## config.mk

```make
export PLATFORM = sky130hd
export DESIGN_NAME = stp_bpdu_byte_parser
export DESIGN_NICKNAME = d
export VERILOG_FILES = /design/src/hw/rtl/sbp_pkg.sv /design/src/hw/rtl/sbp_in_stage.sv /design/src/hw/rtl/sbp_capture.sv /design/src/hw/rtl/sbp_out_stage.sv /design/src/hw/rtl/stp_bpdu_byte_parser.sv
export SDC_FILE = /design/constraint.sdc
export NUM_CORES = 1
export LEC_CHECK = 0
export BUFFER_PORTS_ARGS = -buffer_cell sky130_fd_sc_hd__buf_2
export CAP_MARGIN = 10
export CORE_ASPECT_RATIO = 2
export CORE_MARGIN = 5
export CORE_UTILIZATION = 50
export DETAILED_ROUTE_END_ITERATION = 8
export GPL_ROUTABILITY_DRIVEN = 0
export PLACE_DENSITY = 0.78
export RECOVER_POWER = 25
export SLEW_MARGIN = 20
export SYNTH_ARGS = -nofsm -noshare
export SYNTH_HDL_FRONTEND = slang
export SYNTH_SLANG_ARGS = --single-unit
```

## constraint.sdc

```tcl
create_clock -name clk -period 7.5 [get_ports clk]
set_input_delay 1.125 -clock clk [delete_from_list [all_inputs] [get_ports clk]]
set_output_delay 1.125 -clock clk [all_outputs]
set_load 0.02 [all_outputs]
```

## src/hw/rtl/sbp_pkg.sv

```systemverilog
// Shared types, codes and constants of the spanning-tree BPDU byte parser.
package sbp_pkg;

    localparam int unsigned BYTE_W   = 8;
    localparam int unsigned COUNT_W  = 6;
    localparam int unsigned ID_W     = 64;
    localparam int unsigned COST_W   = 32;
    localparam int unsigned PORT_W   = 16;
    localparam int unsigned TIMERS   = 4;
    localparam int unsigned RESULT_W = 234;
    localparam int unsigned M_DATA_W = ((RESULT_W + 7) / 8) * 8;

    localparam logic [COUNT_W-1:0] COUNT_MAX       = 6'd63;
    localparam logic [COUNT_W-1:0] BPDU_MIN_CONFIG = 6'd35;
    localparam logic [COUNT_W-1:0] FRAME_MIN       = 6'd3;
    localparam logic [COUNT_W-1:0] BPDU_MIN_TCN    = 6'd4;
    localparam logic [3:0]         BASE_NONE       = 4'd0;
    localparam logic [3:0]         BASE_LLC        = 4'd3;
    localparam logic [3:0]         BASE_SNAP       = 4'd8;
    localparam logic [15:0]        SAP_STP         = 16'h4242;
    localparam logic [15:0]        SAP_SNAP        = 16'hAAAA;
    localparam logic [7:0]         TYPE_TCN        = 8'h80;

    typedef enum logic [1:0] {
        ST_NOT_STP   = 2'd0,
        ST_TRUNCATED = 2'd1,
        ST_TCN       = 2'd2,
        ST_CONFIG    = 2'd3
    } sbp_status_t;

    typedef struct packed {
        logic [BYTE_W-1:0] data_byte;
        logic              last;
    } sbp_beat_t;

    typedef struct packed {
        sbp_status_t       status;
        logic [BYTE_W-1:0] version;
        logic [BYTE_W-1:0] bpdu_kind;
        logic [BYTE_W-1:0] flag_bits;
        logic [ID_W-1:0]   root_bridge_id;
        logic [COST_W-1:0] root_cost;
        logic [ID_W-1:0]   sender_bridge_id;
        logic [PORT_W-1:0] port_ident;
        logic [BYTE_W-1:0] message_age_s;
        logic [BYTE_W-1:0] max_age_s;
        logic [BYTE_W-1:0] hello_s;
        logic [BYTE_W-1:0] forward_delay_s;
    } sbp_result_t;

    // Expected SNAP header bytes 2 through 7: 03 00 00 0C 01 0B.
    function automatic logic [BYTE_W-1:0] snap_hdr_byte(input logic [2:0] idx);
        logic [BYTE_W-1:0] val;
        case (idx)
            3'd0:    val = 8'h03;
            3'd1:    val = 8'h00;
            3'd2:    val = 8'h00;
            3'd3:    val = 8'h0C;
            3'd4:    val = 8'h01;
            3'd5:    val = 8'h0B;
            default: val = 8'h00;
        endcase
        return val;
    endfunction

endpackage

```

## src/hw/rtl/sbp_in_stage.sv

```systemverilog
// Input register of the parser: holds one byte item and its last flag.
module sbp_in_stage (
    input  logic              clk,
    input  logic              rst_n,
    input  logic              s_tvalid,
    output logic              s_tready,
    input  sbp_pkg::sbp_beat_t s_beat,
    input  logic              advance,
    output logic              beat_valid,
    output sbp_pkg::sbp_beat_t beat
);
    import sbp_pkg::*;

    logic      valid_reg;
    logic      valid_next;
    sbp_beat_t beat_reg;

    assign s_tready   = !valid_reg || advance;
    assign valid_next = (s_tvalid && s_tready) ? 1'b1 : (advance ? 1'b0 : valid_reg);

    always_ff @(posedge clk or negedge rst_n)
    begin
        if (!rst_n)
        begin
            valid_reg <= 1'b0;
        end
        else
        begin
            valid_reg <= valid_next;
        end
    end

    always_ff @(posedge clk)
    begin
        if (s_tvalid && s_tready)
        begin
            beat_reg <= s_beat;
        end
    end

    assign beat_valid = valid_reg;
    assign beat       = beat_reg;

endmodule

```

## src/hw/rtl/sbp_capture.sv

```systemverilog
// Per-frame field capture and classification of one BPDU byte at a time.
module sbp_capture (
    input  logic                clk,
    input  logic                rst_n,
    input  logic                byte_en,
    input  sbp_pkg::sbp_beat_t  beat,
    output sbp_pkg::sbp_result_t result
);
    import sbp_pkg::*;

    localparam logic [COUNT_W-1:0] OFF_TIMER0 = 6'd27;

    logic [COUNT_W-1:0] cnt_reg,     cnt_next;
    logic [15:0]        first_reg,   first_next;
    logic               snap_reg,    snap_next;
    logic               proto_reg,   proto_next;
    logic [BYTE_W-1:0]  version_reg, version_next;
    logic [BYTE_W-1:0]  kind_reg,    kind_next;
    logic [BYTE_W-1:0]  flags_reg,   flags_next;
    logic [ID_W-1:0]    root_reg,    root_next;
    logic [COST_W-1:0]  cost_reg,    cost_next;
    logic [ID_W-1:0]    bridge_reg,  bridge_next;
    logic [PORT_W-1:0]  port_reg,    port_next;
    logic [BYTE_W-1:0]  timer_reg  [TIMERS];
    logic [BYTE_W-1:0]  timer_next [TIMERS];

    logic [BYTE_W-1:0]  b;
    logic [3:0]         base;
    logic [3:0]         base_end;
    logic [COUNT_W-1:0] off;
    logic [COUNT_W-1:0] timer_off;
    logic [COUNT_W-1:0] hdr_idx;
    logic [COUNT_W-1:0] blen;
    sbp_status_t        status;
    logic               full;

    assign b = beat.data_byte;

    // Field update for the byte at position cnt_reg.
    always_comb
    begin
        cnt_next     = (cnt_reg == COUNT_MAX) ? cnt_reg : cnt_reg + 6'd1;
        first_next   = first_reg;
        snap_next    = snap_reg;
        proto_next   = proto_reg;
        version_next = version_reg;
        kind_next    = kind_reg;
        flags_next   = flags_reg;
        root_next    = root_reg;
        cost_next    = cost_reg;
        bridge_next  = bridge_reg;
        port_next    = port_reg;
        for (int i = 0; i < TIMERS; i++)
        begin
            timer_next[i] = timer_reg[i];
        end

        if (first_reg == SAP_STP)
        begin
            base = BASE_LLC;
        end
        else if (first_reg == SAP_SNAP)
        begin
            base = BASE_SNAP;
        end
        else
        begin
            base = BASE_NONE;
        end

        off       = cnt_reg - {2'b00, base};
        timer_off = off - OFF_TIMER0;
        hdr_idx   = cnt_reg - 6'd2;

        if (cnt_reg == 6'd0)
        begin
            first_next = {b, 8'h00};
        end
        else if (cnt_reg == 6'd1)
        begin
            first_next = {first_reg[15:8], b};
        end
        else
        begin
            if (cnt_reg <= 6'd7 && snap_hdr_byte(hdr_idx[2:0]) != b)
            begin
                snap_next = 1'b0;
            end
            if (base != BASE_NONE && cnt_reg >= {2'b00, base})
            begin
                case (off) inside
                    [6'd0:6'd1]:   proto_next   = proto_reg && (b == 8'h00);
                    6'd2:          version_next = b;
                    6'd3:          kind_next    = b;
                    6'd4:          flags_next   = b;
                    [6'd5:6'd12]:  root_next    = {root_reg[ID_W-9:0], b};
                    [6'd13:6'd16]: cost_next    = {cost_reg[COST_W-9:0], b};
                    [6'd17:6'd24]: bridge_next  = {bridge_reg[ID_W-9:0], b};
                    [6'd25:6'd26]: port_next    = {port_reg[PORT_W-9:0], b};
                    6'd27, 6'd29, 6'd31, 6'd33:
                        timer_next[timer_off[2:1]] = b;
                    default: ;
                endcase
            end
        end
    end

    // Classification as of the byte just taken, used when it closes the frame.
    always_comb
    begin
        if (first_next == SAP_STP)
        begin
            base_end = BASE_LLC;
        end
        else if (first_next == SAP_SNAP)
        begin
            base_end = BASE_SNAP;
        end
        else
        begin
            base_end = BASE_NONE;
        end
        blen = cnt_next - {2'b00, base_end};

        if (cnt_next < FRAME_MIN)
        begin
            status = ST_TRUNCATED;
        end
        else if (base_end == BASE_NONE ||
                 (base_end == BASE_SNAP && (cnt_next < 6'd8 || !snap_next)))
        begin
            status = ST_NOT_STP;
        end
        else if (blen < BPDU_MIN_TCN)
        begin
            status = ST_TRUNCATED;
        end
        else if (!proto_next)
        begin
            status = ST_NOT_STP;
        end
        else if (kind_next == TYPE_TCN)
        begin
            status = ST_TCN;
        end
        else if (blen < BPDU_MIN_CONFIG)
        begin
            status = ST_TRUNCATED;
        end
        else
        begin
            status = ST_CONFIG;
        end

        full = (status == ST_CONFIG);
        result.status           = status;
        result.version          = (status == ST_TCN || full) ? version_next : '0;
        result.bpdu_kind        = (status == ST_TCN || full) ? kind_next : '0;
        result.flag_bits        = full ? flags_next  : '0;
        result.root_bridge_id   = full ? root_next   : '0;
        result.root_cost        = full ? cost_next   : '0;
        result.sender_bridge_id = full ? bridge_next : '0;
        result.port_ident       = full ? port_next   : '0;
        result.message_age_s    = full ? timer_next[0] : '0;
        result.max_age_s        = full ? timer_next[1] : '0;
        result.hello_s          = full ? timer_next[2] : '0;
        result.forward_delay_s  = full ? timer_next[3] : '0;
    end

    // The last byte of a frame returns every field to its idle value.
    always_ff @(posedge clk or negedge rst_n)
    begin
        if (!rst_n)
        begin
            cnt_reg     <= '0;
            first_reg   <= '0;
            snap_reg    <= 1'b1;
            proto_reg   <= 1'b1;
            version_reg <= '0;
            kind_reg    <= '0;
            flags_reg   <= '0;
            root_reg    <= '0;
            cost_reg    <= '0;
            bridge_reg  <= '0;
            port_reg    <= '0;
            for (int i = 0; i < TIMERS; i++)
            begin
                timer_reg[i] <= '0;
            end
        end
        else if (byte_en && beat.last)
        begin
            cnt_reg     <= '0;
            first_reg   <= '0;
            snap_reg    <= 1'b1;
            proto_reg   <= 1'b1;
            version_reg <= '0;
            kind_reg    <= '0;
            flags_reg   <= '0;
            root_reg    <= '0;
            cost_reg    <= '0;
            bridge_reg  <= '0;
            port_reg    <= '0;
            for (int i = 0; i < TIMERS; i++)
            begin
                timer_reg[i] <= '0;
            end
        end
        else if (byte_en)
        begin
            cnt_reg     <= cnt_next;
            first_reg   <= first_next;
            snap_reg    <= snap_next;
            proto_reg   <= proto_next;
            version_reg <= version_next;
            kind_reg    <= kind_next;
            flags_reg   <= flags_next;
            root_reg    <= root_next;
            cost_reg    <= cost_next;
            bridge_reg  <= bridge_next;
            port_reg    <= port_next;
            for (int i = 0; i < TIMERS; i++)
            begin
                timer_reg[i] <= timer_next[i];
            end
        end
    end

    a_frame_clears: assert property (@(posedge clk) disable iff (!rst_n)
        byte_en && beat.last |=> cnt_reg == '0 && snap_reg && proto_reg && first_reg == '0)
        else $error("frame state not cleared after last byte");

    a_count_steps: assert property (@(posedge clk) disable iff (!rst_n)
        byte_en && !beat.last && cnt_reg != COUNT_MAX |=> cnt_reg == $past(cnt_reg) + 6'd1)
        else $error("byte counter did not advance");

    a_count_holds: assert property (@(posedge clk) disable iff (!rst_n)
        !byte_en |=> $stable(cnt_reg))
        else $error("byte counter moved without a byte");

endmodule

```

## src/hw/rtl/sbp_out_stage.sv

```systemverilog
// Result register of the parser: holds one result item until it is taken.
module sbp_out_stage (
    input  logic                 clk,
    input  logic                 rst_n,
    input  logic                 load,
    input  sbp_pkg::sbp_result_t result_in,
    output logic                 free,
    output logic                 m_tvalid,
    input  logic                 m_tready,
    output sbp_pkg::sbp_result_t result_out
);
    import sbp_pkg::*;

    logic        valid_reg;
    logic        valid_next;
    sbp_result_t result_reg;

    assign free       = !valid_reg || m_tready;
    assign valid_next = load ? 1'b1 : (m_tready ? 1'b0 : valid_reg);

    always_ff @(posedge clk or negedge rst_n)
    begin
        if (!rst_n)
        begin
            valid_reg <= 1'b0;
        end
        else
        begin
            valid_reg <= valid_next;
        end
    end

    always_ff @(posedge clk)
    begin
        if (load)
        begin
            result_reg <= result_in;
        end
    end

    assign m_tvalid   = valid_reg;
    assign result_out = result_reg;

endmodule

```

## src/hw/rtl/stp_bpdu_byte_parser.sv

```systemverilog
// Top level of the spanning-tree BPDU byte parser.
//
// The slave stream carries the LLC payload of one frame, one byte item per
// transfer starting at DSAP, with tlast on the final byte. The master stream
// carries one result item per frame, sent after the tlast byte: status, the
// BPDU header fields, identifiers, cost, port and the four timers in seconds.
// Frames with plain LLC (42 42) or SNAP with the PVST+ header are decoded;
// anything else reports not-STP, and short frames report truncated.
// A byte item is taken into an input register, then updates the per-frame
// field registers; a middle byte always moves on, while a tlast byte waits
// there until the result register is free, then also loads that register.
// One byte item is accepted every cycle while tready is high; tready drops
// only when a tlast byte waits in the input register while an untaken result
// sits in the result register; a stalled receiver therefore lets at most one
// further frame in before tready drops. Reset clears the valid flags and all
// per-frame fields; the first byte after reset is the DSAP of a new frame.
module stp_bpdu_byte_parser (
    input  logic         clk,
    input  logic         rst_n,
    input  logic         s_tvalid,
    output logic         s_tready,
    input  logic [7:0]   s_tdata,   // [7:0] data_byte
    input  logic         s_tlast,   // last
    output logic         m_tvalid,
    input  logic         m_tready,
    // [1:0] status, [9:2] version, [17:10] bpdu_kind, [25:18] flag_bits,
    // [89:26] root_bridge_id, [121:90] root_cost, [185:122] sender_bridge_id,
    // [201:186] port_ident, [209:202] message_age_s, [217:210] max_age_s,
    // [225:218] hello_s, [233:226] forward_delay_s, [239:234] zero
    output logic [sbp_pkg::M_DATA_W-1:0] m_tdata
);
    import sbp_pkg::*;

    sbp_beat_t   s_beat;
    sbp_beat_t   beat;
    logic        beat_valid;
    logic        advance;
    logic        load;
    logic        out_free;
    sbp_result_t result;
    sbp_result_t result_out;

    assign s_beat.data_byte = s_tdata;
    assign s_beat.last      = s_tlast;

    // A middle byte always moves on; a closing byte needs the result register.
    assign advance = beat_valid && (!beat.last || out_free);
    assign load    = advance && beat.last;

    sbp_in_stage u_in_stage (
        .clk        (clk),
        .rst_n      (rst_n),
        .s_tvalid   (s_tvalid),
        .s_tready   (s_tready),
        .s_beat     (s_beat),
        .advance    (advance),
        .beat_valid (beat_valid),
        .beat       (beat)
    );

    sbp_capture u_capture (
        .clk     (clk),
        .rst_n   (rst_n),
        .byte_en (advance),
        .beat    (beat),
        .result  (result)
    );

    sbp_out_stage u_out_stage (
        .clk        (clk),
        .rst_n      (rst_n),
        .load       (load),
        .result_in  (result),
        .free       (out_free),
        .m_tvalid   (m_tvalid),
        .m_tready   (m_tready),
        .result_out (result_out)
    );

    assign m_tdata = {
        {(M_DATA_W - RESULT_W){1'b0}},
        result_out.forward_delay_s,
        result_out.hello_s,
        result_out.max_age_s,
        result_out.message_age_s,
        result_out.port_ident,
        result_out.sender_bridge_id,
        result_out.root_cost,
        result_out.root_bridge_id,
        result_out.flag_bits,
        result_out.bpdu_kind,
        result_out.version,
        result_out.status
    };

    a_stall_cause: assert property (@(posedge clk) disable iff (!rst_n)
        !s_tready |-> beat_valid && beat.last && m_tvalid && !m_tready)
        else $error("input stalled without a blocked closing byte");

    a_load_free: assert property (@(posedge clk) disable iff (!rst_n)
        load |-> !m_tvalid || m_tready)
        else $error("result overwritten before it was taken");

    a_short_zero: assert property (@(posedge clk) disable iff (!rst_n)
        m_tvalid && (result_out.status == ST_NOT_STP || result_out.status == ST_TRUNCATED)
        |-> result_out.version == '0 && result_out.bpdu_kind == '0 &&
            result_out.root_bridge_id == '0)
        else $error("fields not zero on a rejected frame");

endmodule
```

---- Word level (Yosys, flattened, before mapping) ----
Index checks and enable logic that the tools add are counted.
word-level totals
  bits in registers ....................... 501
  bits of input ports ..................... 13
  output and inout port bits .............. 242
  logic and storage cells ................. 230
cells by class
  $add $sub $neg .......................... 5
  $lt $le $gt $ge ......................... 18
  equality and inequality tests ........... 21
  mux-type cells .......................... 122
  bitwise gates (word level) .............. 1
  reductions and logical operators ........ 32
operators with widths
  cell                                                                                 count
  64-bit two-way mux                                                                   22
  32-bit two-way mux                                                                   25
  16-bit two-way mux                                                                   16
  8-bit two-way mux                                                                    28
  32-bit bitwise mux                                                                   1
  16-bit by 15-bit equality test with 1-bit output, second input constant              2
  16-bit equality test, second input constant                                          2
  6-bit by 5-bit equality test with 1-bit output, second input constant                3
  6-bit by 5-bit less-or-equal comparator with 1-bit output, second input constant     3
  6-bit two-way mux                                                                    3
  8-bit demux with 2-bit select                                                        1
  4-bit two-way mux                                                                    4
  4-bit case mux with 4 select lines                                                   1
  1-bit two-way mux                                                                    15
  1-bit logical AND                                                                    13
  6-bit by 2-bit equality test with 1-bit output, second input constant                2
  6-bit equality test, second input constant                                           2
  6-bit by 5-bit greater-or-equal comparator with 1-bit output, second input constant  2
  2-bit two-way mux                                                                    6
  6-bit by 4-bit subtractor with 6-bit output                                          2
  8-bit equality test, second input constant                                           1
  8-bit logical NOT                                                                    1
  8-bit inequality test                                                                1
  6-bit by 1-bit adder with 6-bit output, second input constant                        1
  other kinds (29)                                                                     42

---- Depth between registers and ports, before layout ----
Gate-level depths: netlist of run 1.
  word-level depth ........................ 25
  depth in mapped cells ................... 20
  mapped depth without buffers ............ 16

---- By module ----
A second synthesis of run 1 with hierarchy kept.
unflattened totals
  cell total of the unflattened synthesis .. 2,059
  area, all modules ....................... 24,173.2 sq um
by module, submodules not included
  module                times used  cells an instance  area an instance (sq um)  sequential area each (sq um)
  sbp_capture           1           1,799              16,707.3                  6,408.6
  sbp_out_stage         1           237                7,074.3                   7,051.8
  sbp_in_stage          1           13                 324.1                     295.3
  stp_bpdu_byte_parser  1           10                 67.6                      0.0

---- Worst setup path before layout of run 1 ----
Ideal clock, no wire load.
  kind .................................... input -> register
  start ................................... input port m_tready
  end ..................................... register u_out_stage.result_reg (netlist bit u_out_stage.result_out[0]) (enable)
  setup time .............................. 0.584 ns
  arrival time ............................ 6.258 ns
  required time ........................... 6.916 ns
  path slack .............................. 0.658 ns
  stages .................................. 5
  path buffers ............................ 1
  cell sequence ........................... nand3b_1 > and2_1 > clkbuf_1 > nand2_1 > inv_1
between the ends
  longest elaborated chain between the ends .. 4
ends and longest elaborated chain
  item                  RTL line                    text
  from (decl)           stp_bpdu_byte_parser.sv:25  input logic m_tready,
  1-bit logical OR      sbp_out_stage.sv:18         assign free = !valid_reg || m_tready;
  1-bit logical OR      stp_bpdu_byte_parser.sv:47  assign advance = beat_valid && (!beat.last || out_free);
  1-bit logical AND     stp_bpdu_byte_parser.sv:47
  1-bit logical AND     stp_bpdu_byte_parser.sv:48  assign load = advance && beat.last;
  named net load        stp_bpdu_byte_parser.sv:38  logic load;
  to (signal assigned)  sbp_out_stage.sv:37         result_reg <= result_in;
  to (decl)             sbp_out_stage.sv:16         sbp_result_t result_reg;
The timed path passes the listed nets, and every way through them passes these cells.
A chain may end at the register's enable or synchronous reset.

---- Final worst setup path of run 1 ----
  start ................................... register u_capture.first_reg[13]
  end ..................................... register u_out_stage.result_reg (netlist bit u_out_stage.result_out[30]) (data pin)
between the ends
  longest elaborated chain between the ends .. 22
  elaborated cells between the ends (all ways) .. 81
  those cells by class .................... 3 x add/sub; 15 x order compare; 14 x eq/ne; 36 x mux; 1 x bitwise; 12 x reduce/logical
ends and longest elaborated chain
  item                                                                                                                      RTL line            text
  from (decl)                                                                                                               sbp_capture.sv:14   logic [15:0] first_reg, first_next;
  from (signal assigned)                                                                                                    sbp_capture.sv:212  first_reg <= first_next;
  16-bit by 15-bit equality test with 1-bit output                                                                          sbp_capture.sv:58   if (first_reg == SAP_STP)
  4-bit two-way mux                                                                                                         sbp_capture.sv:58
  6-bit by 4-bit subtractor with 6-bit output                                                                               sbp_capture.sv:71   off = cnt_reg - {2'b00, base};
  3-bit by 2-bit subtractor with 3-bit output                                                                               sbp_capture.sv:72   timer_off = off - OFF_TIMER0;
  2-bit NOT with 3-bit output (implied by the code)                                                                         sbp_capture.sv:101  timer_next[timer_off[2:1]] = b;
  3-bit greater-or-equal comparator (implied by the code) or 3-bit by 1-bit < comparator with 1-bit output (tied branches)  sbp_capture.sv:101
  1-bit logical AND (implied by the code)                                                                                   sbp_capture.sv:101
  8-bit two-way mux (implied by the code)                                                                                   sbp_capture.sv:101
  8-bit demux with 2-bit select                                                                                             sbp_capture.sv:101
  32-bit bitwise mux                                                                                                        sbp_capture.sv:101
  32-bit two-way mux (9 in a row)                                                                                           sbp_capture.sv:91   case (off) inside
  32-bit two-way mux                                                                                                        sbp_capture.sv:89   if (base != BASE_NONE && cnt_reg >= {2'b00, base})
  32-bit two-way mux                                                                                                        sbp_capture.sv:79   else if (cnt_reg == 6'd1)
  32-bit two-way mux                                                                                                        sbp_capture.sv:75   if (cnt_reg == 6'd0)
Parallel ways exist; a longest one is shown, timed or not.

==> results.md, run 1 <==
- total negative setup slack: 0 ns
- total of cells resized after clock tree synthesis: 0
- worst setup path startpoint: u_capture.first_reg[13]
- MaxCap Viol Count: 1
- largest fanout on the critical path: 97
- initial DRC count: 1625
- post-route fraction of the period consumed by the critical path: 78.8%
- Yosys top cell by area: sky130_fd_sc_hd__edfxtp_1
- number of nets still failing antenna checks after routing: 0
- placed cell areas: 24900 um2
- cell breakdown of the critical path: nor4b_1, nand4_1, inv_1, ha_1, inv_1, fa_1, o211ai_1, o211ai_1, a2111oi_4, nor4b_2, and3_1, mux2i_1, or3_4, buf_12, nor2_1
- data arrival time of the critical path: 6.21 ns
- number of setup buffers added after CTS: 0
- maximum number of pins on one net before global-route repair: 174
- number of diodes: 0
- average wire per standard cell: 20.1 um
- sequential element share of the synthesized area: 59.0%
- capture point of the worst path: u_out_stage.result_out[30]
- number of distinct standard cells referenced by the synthesized netlist: 79
- number of cells on the critical path: 15
- Inserted Clock Buffers: 44
- capture instance of the worst register-to-register path: u_out_stage.result_out[30]
- reg-to-reg setup timing slack: 1.59 ns
- unrepaired setup endpoints after global routing: no
- number of buffers inserted by hold repair at cts: 0
- area inside the core boundary: 46400 um2
- initial core utilization: 50.2%
- final wirelength: 59.4 mm
- number of flops mapped to enable cells by yosys: 243
- measured slew at the worst slew-check pin: 2.82 ns
- endpoint kind of the worst setup timing path: flop
- f_max: 0.169 GHz
- vias in the first global route: 16600
- CP Launch Type: flop
- TritonCTS sink count: 501
- area growth from synthesis to final layout: 13.5%
- number of antenna violations at the first check in global routing: 0
- post-layout instance area: 26400 um2
- Static Leakage: 10.4 nW
- fraction of synthesized cell area taken by the top area cell type: 31.3%
- proportion of layout cells with a drive suffix above 1: 19.0%
- area of the die: 51300 um2
- asr flop ratio synth: 51.5%
- violated checks: max-capacitance violations, max-slew violations
- WS Path Type: flop to flop
- Worst path top cell family by delay: simple AND/OR/NAND/NOR gates
- Top Ports: 255
- number of pins exceeding their max-slew limit in the final report: 48
- number of DRC violations after detailed routing: 0
- number of optimization iterations in the first detailed-route pass: 8
- total count of hold-check failures in the final report: 0
- Largest register FFs: 234
- clock transition at the register clock pins on the worst setup and hold paths after CTS: 0.07 ns
- worst reg2reg startpoint: u_capture.first_reg[13]
- flops & latches, synth: 501
- number of rows in the core area: 112
- Max Root-Sink Buffers: 3
- post-detailed-placement half-perimeter wirelength: 36.0 mm
- largest voltage drop on the vdd net: 0.183 mV
- remaining global-route overflow: 0
- slowest stage delay, CP: 0.61 ns
- horizontal die dimension: 163 um
- power per standard cell area: 249 nW/um2
- min Tclk post-route: 5.91 ns
- total of endpoints with negative setup slack in the final report: 0
- standard cell with the maximum stage delay on the critical path: sky130_fd_sc_hd__nor4b_1
- buffering stage count on the worst path with inverters included: 3
- worst endpoint required time: 7.80 ns
- clock tree from TritonCTS: built
- worst-case headroom to the max-slew limit: -88.1%
- Synth warnings: 0
- H-tree levels: 2
- Total Nets Final: 2318
- Hold WC Path Type: flop to flop
- total via count in the routed design: 17400
- per-instance average area after synthesis: 10.9 um2
- count leader, synth: sky130_fd_sc_hd__nand2_1
- clock network latency to the later pin of the worst-skew pair: 0.58 ns
- y dimension of the die: 315 um
- top post-synthesis cells by count: sky130_fd_sc_hd__nand2_1 (510), sky130_fd_sc_hd__dfrtp_1 (256), sky130_fd_sc_hd__edfxtp_1 (243)
- post-synthesis instance area: 23300 um2
- wire length of the first global-routing pass: 93.5 mm
- per-cell via count in the routed design: 5.88
- synthesized instance count: 2133
- result of the run: finished, violations left
- cell count of the worst reg-to-reg path: 15
- final setup skew: 0.0225 ns
- IO buf count: 248
- prevailing post-synth register cell: sky130_fd_sc_hd__dfrtp_1
- Root Buffer: sky130_fd_sc_hd__clkbuf_16
- Area contributors post-synth: sky130_fd_sc_hd__edfxtp_1 (31%), sky130_fd_sc_hd__dfrtp_1 (27%), sky130_fd_sc_hd__nand2_1 (8.2%)
- GR Util All Layers: 22.6%
==> cell families (layout without fill, tap and decap cells) <==
kind of cell / count (synthesis) / count (layout) / share of synthesized area [%]
AOI/OAI and AO/OA: 591 / 591 / 18.3
xor gates and xnor gates: 5 / 5 / 0.188
adders and majority gates: 17 / 17 / 0.977
buffers and inverters: 191 / 377 / 3.84
DFF: 501 / 501 / 59.0
muxes: 70 / 70 / 3.02
other: 1 / 6 / 0.0161
and+or+nand+nor: 757 / 757 / 14.6
==> stage by stage <==
step,cells,worst slack (ns),power [W],util [%],hold WS [ns]
final,2951,1.59,0.00659,57.0,0.473
after global routing,2951,1.11,0.00686,57.0,0.498
after CTS,2949,1.66,0.00663,57.0,0.475
after detailed placement,2867,1.69,0.00420,53.7,0.466
after global placement,2865,1.90,0.00416,53.6,0.452
after floorplan,2138,0.658,0.00392,-,0.439
==> layer usage <==
metal,vias to the layer above,global-route usage [%],share of wire (%)
li1,7949,-,-
met1,8587,31.7,41
met2,709,35.5,48
met3,106,4.87,8.4
met4,0,6.98,2.9
met5,-,0,0
==> cell usage in the layout (no fill, tap or decap), types with 8 or more instances in the layout <==
cell type,count
sky130_fd_sc_hd__a221o_1,8
sky130_fd_sc_hd__edfxtp_1,243
sky130_fd_sc_hd__a21boi_0,65
sky130_fd_sc_hd__inv_1,16
sky130_fd_sc_hd__a22oi_1,24
sky130_fd_sc_hd__nor3_1,8
sky130_fd_sc_hd__buf_4,21
sky130_fd_sc_hd__a21o_1,9
sky130_fd_sc_hd__clkbuf_1,41
sky130_fd_sc_hd__o211ai_1,44
sky130_fd_sc_hd__dfrtp_1,256
sky130_fd_sc_hd__a22o_1,103
sky130_fd_sc_hd__a21oi_1,93
sky130_fd_sc_hd__nand4b_1,8
sky130_fd_sc_hd__mux2i_1,68
sky130_fd_sc_hd__or3b_2,8
sky130_fd_sc_hd__nand3_1,12
sky130_fd_sc_hd__nand3b_1,43
sky130_fd_sc_hd__nor3b_1,10
sky130_fd_sc_hd__nand2_1,509
sky130_fd_sc_hd__a21oi_2,90
sky130_fd_sc_hd__clkbuf_16,49
sky130_fd_sc_hd__buf_2,216
sky130_fd_sc_hd__nor2b_1,12
sky130_fd_sc_hd__o21ai_0,103
sky130_fd_sc_hd__nor2_1,85
sky130_fd_sc_hd__ha_1,15
==> power breakdown <==
group / switching, W / internal, W / leakage (nW)
sequential: 0.000216 / 0.00311 / 5.94
combinational: 0.000526 / 0.000296 / 3.68
clock: 0.00106 / 0.00138 / 0.756
total: 0.00180 / 0.00479 / 10.4
==> layout make-up <==
type,count,area [um2]
timing repair buffer,278,1550
multi-input combinational,1446,8730
inverter,17,71.3
clock buffer,59,1270
sequential,501,13800
fill,3820,20000
tap,627,785
clock inverter,23,274
==> worst min-delay path by stage <==
stage,startpoint,to,slack (ns),depth (start not counted)
finish,u_capture.snap_reg,u_capture.snap_reg,0.47,2
global route,u_capture.snap_reg,u_capture.snap_reg,0.50,2
CTS,u_capture.snap_reg,u_capture.snap_reg,0.48,2
detailed placement,u_capture.snap_reg,u_capture.snap_reg,0.47,2
global placement,u_capture.snap_reg,u_capture.snap_reg,0.45,2
floorplan,u_capture.snap_reg,u_capture.snap_reg,0.44,2
==> worst min-delay path, cell delays in order (launching register included) <==
cell and delay, ns:
sky130_fd_sc_hd__dfstp_2 0.37, sky130_fd_sc_hd__nand2_1 0.05, sky130_fd_sc_hd__nand2_1 0.05
No activity file was read; power rests on OpenSTA's default activity.
==> run 2: changes to the inputs <==
--- a/config.mk
+++ b/config.mk
@@ -5,6 +5,7 @@
 export SDC_FILE = /design/constraint.sdc
 export NUM_CORES = 1
 export LEC_CHECK = 0
+export ABC_AREA = 1
 export BUFFER_PORTS_ARGS = -buffer_cell sky130_fd_sc_hd__buf_2
 export CAP_MARGIN = 10
 export CORE_ASPECT_RATIO = 2
@@ -12,7 +13,7 @@
 export CORE_UTILIZATION = 50
 export DETAILED_ROUTE_END_ITERATION = 8
 export GPL_ROUTABILITY_DRIVEN = 0
-export PLACE_DENSITY = 0.78
+export PLACE_DENSITY = 0.81
 export RECOVER_POWER = 25
 export SLEW_MARGIN = 20
 export SYNTH_ARGS = -nofsm -noshare
==> constraint.sdc (replaced) <==
create_clock -name clk -period 4.86 [get_ports clk]
set_input_delay 0.729 -clock clk [delete_from_list [all_inputs] [get_ports clk]]
set_output_delay 0.729 -clock clk [all_outputs]
set_load 0.02 [all_outputs]
==> results.md, run 2 <==
- flops & latches, synth: 501, unchanged
- highest routed metal layer: met4
- number of DRC violations after detailed routing: 0, unchanged
- Max Root-Sink Buffers: 3, unchanged
- maximum number of pins on one net before global-route repair: 161, -7.5%
- area of the multi-input gates: 7240 um2, -17%
- FF/Latch Area: 13800 um2, about the same
- fraction of synthesized cell area taken by the top area cell type: 32.1%, +0.74 points
- Top Ports: 255, unchanged
- IO buf count: 248, unchanged
- count leader, synth: sky130_fd_sc_hd__nand2_1
- result of the run: finished, violations left
- post-route fraction of the period consumed by the critical path: 94.7%, +16 points
- y dimension of the die: 312 um, -1.1%
- prevailing post-synth register cell: sky130_fd_sc_hd__dfrtp_1
- post-synthesis instance area: 22800 um2, -2.3%
- sequential element share of the synthesized area: 60.4%, +1.4 points
- total negative setup slack: 0 ns, unchanged
- final setup skew: 0.0183 ns, -0.00421 ns
- MaxCap Viol Count: 1, unchanged
- Yosys top cell by area: sky130_fd_sc_hd__edfxtp_1
- wire length of the first global-routing pass: 94.8 mm, +1.4%
- clock network latency to the later pin of the worst-skew pair: 0.55 ns, -0.03 ns
- area share of fa/ha/maj cells after synthesis: 1.00%, +0.023 points
- number of buffers inserted by hold repair at cts: 0, unchanged
- data arrival time of the critical path: 4.89 ns, -1.32 ns
- area inside the core boundary: 45000 um2, -3.0%
- f_max: 0.217 GHz, +28%
- area growth from synthesis to final layout: 15.5%
- average wire per standard cell: 19.0 um, -5.8%
- number of optimization iterations in the first detailed-route pass: 8, unchanged
- Root Buffer: sky130_fd_sc_hd__clkbuf_16
- asr flop ratio synth: 51.5%, unchanged
- most common cell after layout, fill and taps aside: sky130_fd_sc_hd__nand2_1
- power per standard cell area: 364 nW/um2, +46%
- Layout fillers: 3651, -4.4%
- synthesized-area fraction occupied by xor and xnor cells: 0.269%, +0.081 points
- Inserted Clock Buffers: 44, unchanged
- final wirelength: 60.8 mm, +2.5%
- number of diodes: 0, unchanged
- Area contributors post-synth: sky130_fd_sc_hd__edfxtp_1 (32%), sky130_fd_sc_hd__dfrtp_1 (28%), sky130_fd_sc_hd__nand2_1 (7.8%)
- TritonCTS sink count: 501, unchanged
- remaining global-route overflow: 0, unchanged
- endpoint kind of the worst setup timing path: flop
- largest family of logic cells by synthesized area: simple AND/OR/NAND/NOR gates
- clock transition at the register clock pins on the worst setup and hold paths after CTS: 0.07 ns, about the same
- min Tclk post-route: 4.60 ns, -1.31 ns
- total of endpoints with negative setup slack in the final report: 0, unchanged
- per-cell via count in the routed design: 5.62, -4.5%
- proportion of synthesized area in mux cells: 0%, -3.0 points
- placed cell areas: 24700 um2, -0.94%
- violated checks: max-capacitance violations, max-slew violations
- top post-synthesis cells by count: sky130_fd_sc_hd__nand2_1 (471), sky130_fd_sc_hd__inv_1 (300), sky130_fd_sc_hd__dfrtp_1 (256)
- largest fanout on the critical path: 128, +32%
- per-instance average area after synthesis: 9.52 um2, -13%
- H-tree levels: 2, unchanged
- GR Util All Layers: 23.6%, +1.0 points
- number of nets still failing antenna checks after routing: 0, unchanged
- Static Leakage: 11.8 nW, +14%
- Synth warnings: 0, unchanged
- synthesized-area fraction occupied by and/or/nand/nor cells: 16.6%, +2.0 points
- number of antenna violations at the first check in global routing: 0, unchanged
- WS Path Type: flop to flop
- total count of hold-check failures in the final report: 0, unchanged
- measured slew at the worst slew-check pin: 2.89 ns, +0.0674 ns
- area of the die: 50100 um2, -2.2%
- vias in the first global route: 17800, +6.9%
- commonest cells after routing, fill and taps aside: sky130_fd_sc_hd__nand2_1 (467), sky130_fd_sc_hd__inv_1 (296), sky130_fd_sc_hd__dfrtp_1 (255)
- total via count in the routed design: 18000, +3.9%
- WL met2: 31.4 mm, +11%
- initial DRC count: 1381, -15%
- M1 WL: 21.7 mm, -11%
- number of pins exceeding their max-slew limit in the final report: 111, +130%
- synthesized instance count: 2390, +12%
- worst-case headroom to the max-slew limit: -92.6%, -4.5 points
- Total Nets Final: 2645, +14%
- Synth Area in Compound Gates: 13.3%, -5.0 points
- Hold WC Path Type: input port to flop
- number of flops mapped to enable cells by yosys: 243, unchanged
- number of rows in the core area: 110, -1.8%
- initial core utilization: 50.6%, +0.34 points
- Routed met3 length: 3.88 mm, -22%
- worst endpoint required time: 5.14 ns, -2.66 ns
- clock tree from TritonCTS: built
- proportion of layout cells with a drive suffix above 1: 19.2%, +0.24 points
- post-detailed-placement half-perimeter wirelength: 41.0 mm, +14%
- CP Launch Type: flop
- largest voltage drop on the vdd net: 0.341 mV, +86%
- Largest register FFs: 234, unchanged
- number of distinct standard cells referenced by the synthesized netlist: 52, -34%
- horizontal die dimension: 161 um, -1.1%
- post-layout instance area: 26300 um2, -0.56%
run 2: final cells by class:
cell class / count / area share, %
inverters: 312 / 4.56
repair buffers: 317 / 7.21
multi-input cells: 1439 / 27.6
clock buffers: 58 / 4.66
clock inverters: 22 / 1.01
well taps: 560 / 2.67
flip-flops and latches: 501 / 52.3
run 2: final timing paths:
check / startpoint / endpoint / slack (ns) / depth (start not counted)
setup / recovery: u_capture.first_reg[0] / u_out_stage.result_out[186] / 0.26 / 20
hold / removal: s_tdata[4] / u_in_stage.beat[5] / 0.35 / 1
setup reg to reg: u_capture.first_reg[0] / u_out_stage.result_out[186] / 0.26 / 20
hold reg to reg: u_capture.timer_reg[27] / u_capture.timer_reg[27] / 0.48 / 2
max in group asynchronous: rst_n / u_capture.cost_reg[4] / 1.16 / 2
min in group asynchronous: rst_n / u_capture.bridge_reg[58] / 1.07 / 1
run 2: cell families (layout without fill, tap and decap cells):
group,count (synthesis),in the layout
compound gates,533,533
xor+xnor,7,7
fa+ha+maj,17,17
buf+inv,456,709
flops,501,501
other cells,1,6
simple gates,875,876
run 2: metrics by stage:
stage	hold slack (ns)	power, W	cells	setup WS (ns)	utilization (%)
2_1_floorplan	0.433	0.00557	2395	-0.0943	-
3_3_place_gp	0.458	0.00592	3119	0.247	54.8
3_5_place_dp	0.459	0.00597	3119	0.151	54.8
4_1_cts	0.260	0.00962	3199	0.107	58.1
5_1_grt	0.317	0.00993	3209	-0.0204	58.4
6_report	0.352	0.00957	3209	0.259	58.4
run 2: timing repair:
item | 4_1_cts | 5_1_grt
endpoints found under the hold margin | 0 | 0
setup buffers | 0 | 8
endpoints found under the setup margin | 0 | 264
resized for setup | 0 | 20
run 2: where the power goes:
part | internal, W | switching, W
combinational | 0.000329 | 0.000920
sequential | 0.00459 | 0.0000807
clock | 0.00210 | 0.00155
total | 0.00702 | 0.00255
run 2: critical path, cell delays in order (launching register included):
cell,delay [ns]
sky130_fd_sc_hd__dfrtp_1,0.39
sky130_fd_sc_hd__nor2_2,0.17
sky130_fd_sc_hd__nand2_1,0.13
sky130_fd_sc_hd__nor2_1,0.16
sky130_fd_sc_hd__nand2_1,0.16
sky130_fd_sc_hd__inv_1,0.10
sky130_fd_sc_hd__ha_1,0.16
sky130_fd_sc_hd__inv_1,0.07
sky130_fd_sc_hd__fa_1,0.56
sky130_fd_sc_hd__inv_1,0.10
sky130_fd_sc_hd__ha_2,0.23
sky130_fd_sc_hd__or2_2,0.31
sky130_fd_sc_hd__nand3_2,0.12
sky130_fd_sc_hd__nand4_1,0.18
sky130_fd_sc_hd__buf_4,0.22
sky130_fd_sc_hd__nor3_1,0.13
sky130_fd_sc_hd__buf_4,0.16
sky130_fd_sc_hd__nand2_4,0.05
sky130_fd_sc_hd__buf_12,0.18
sky130_fd_sc_hd__o21ai_0,0.53
sky130_fd_sc_hd__nor2_1,0.10
run 2: metal layers:
layer  up-vias  track usage (%)
met5         -                0
met4         0             13.1
met3       220             3.77
met2       779             41.6
met1      8600             27.2
li1       8429                -
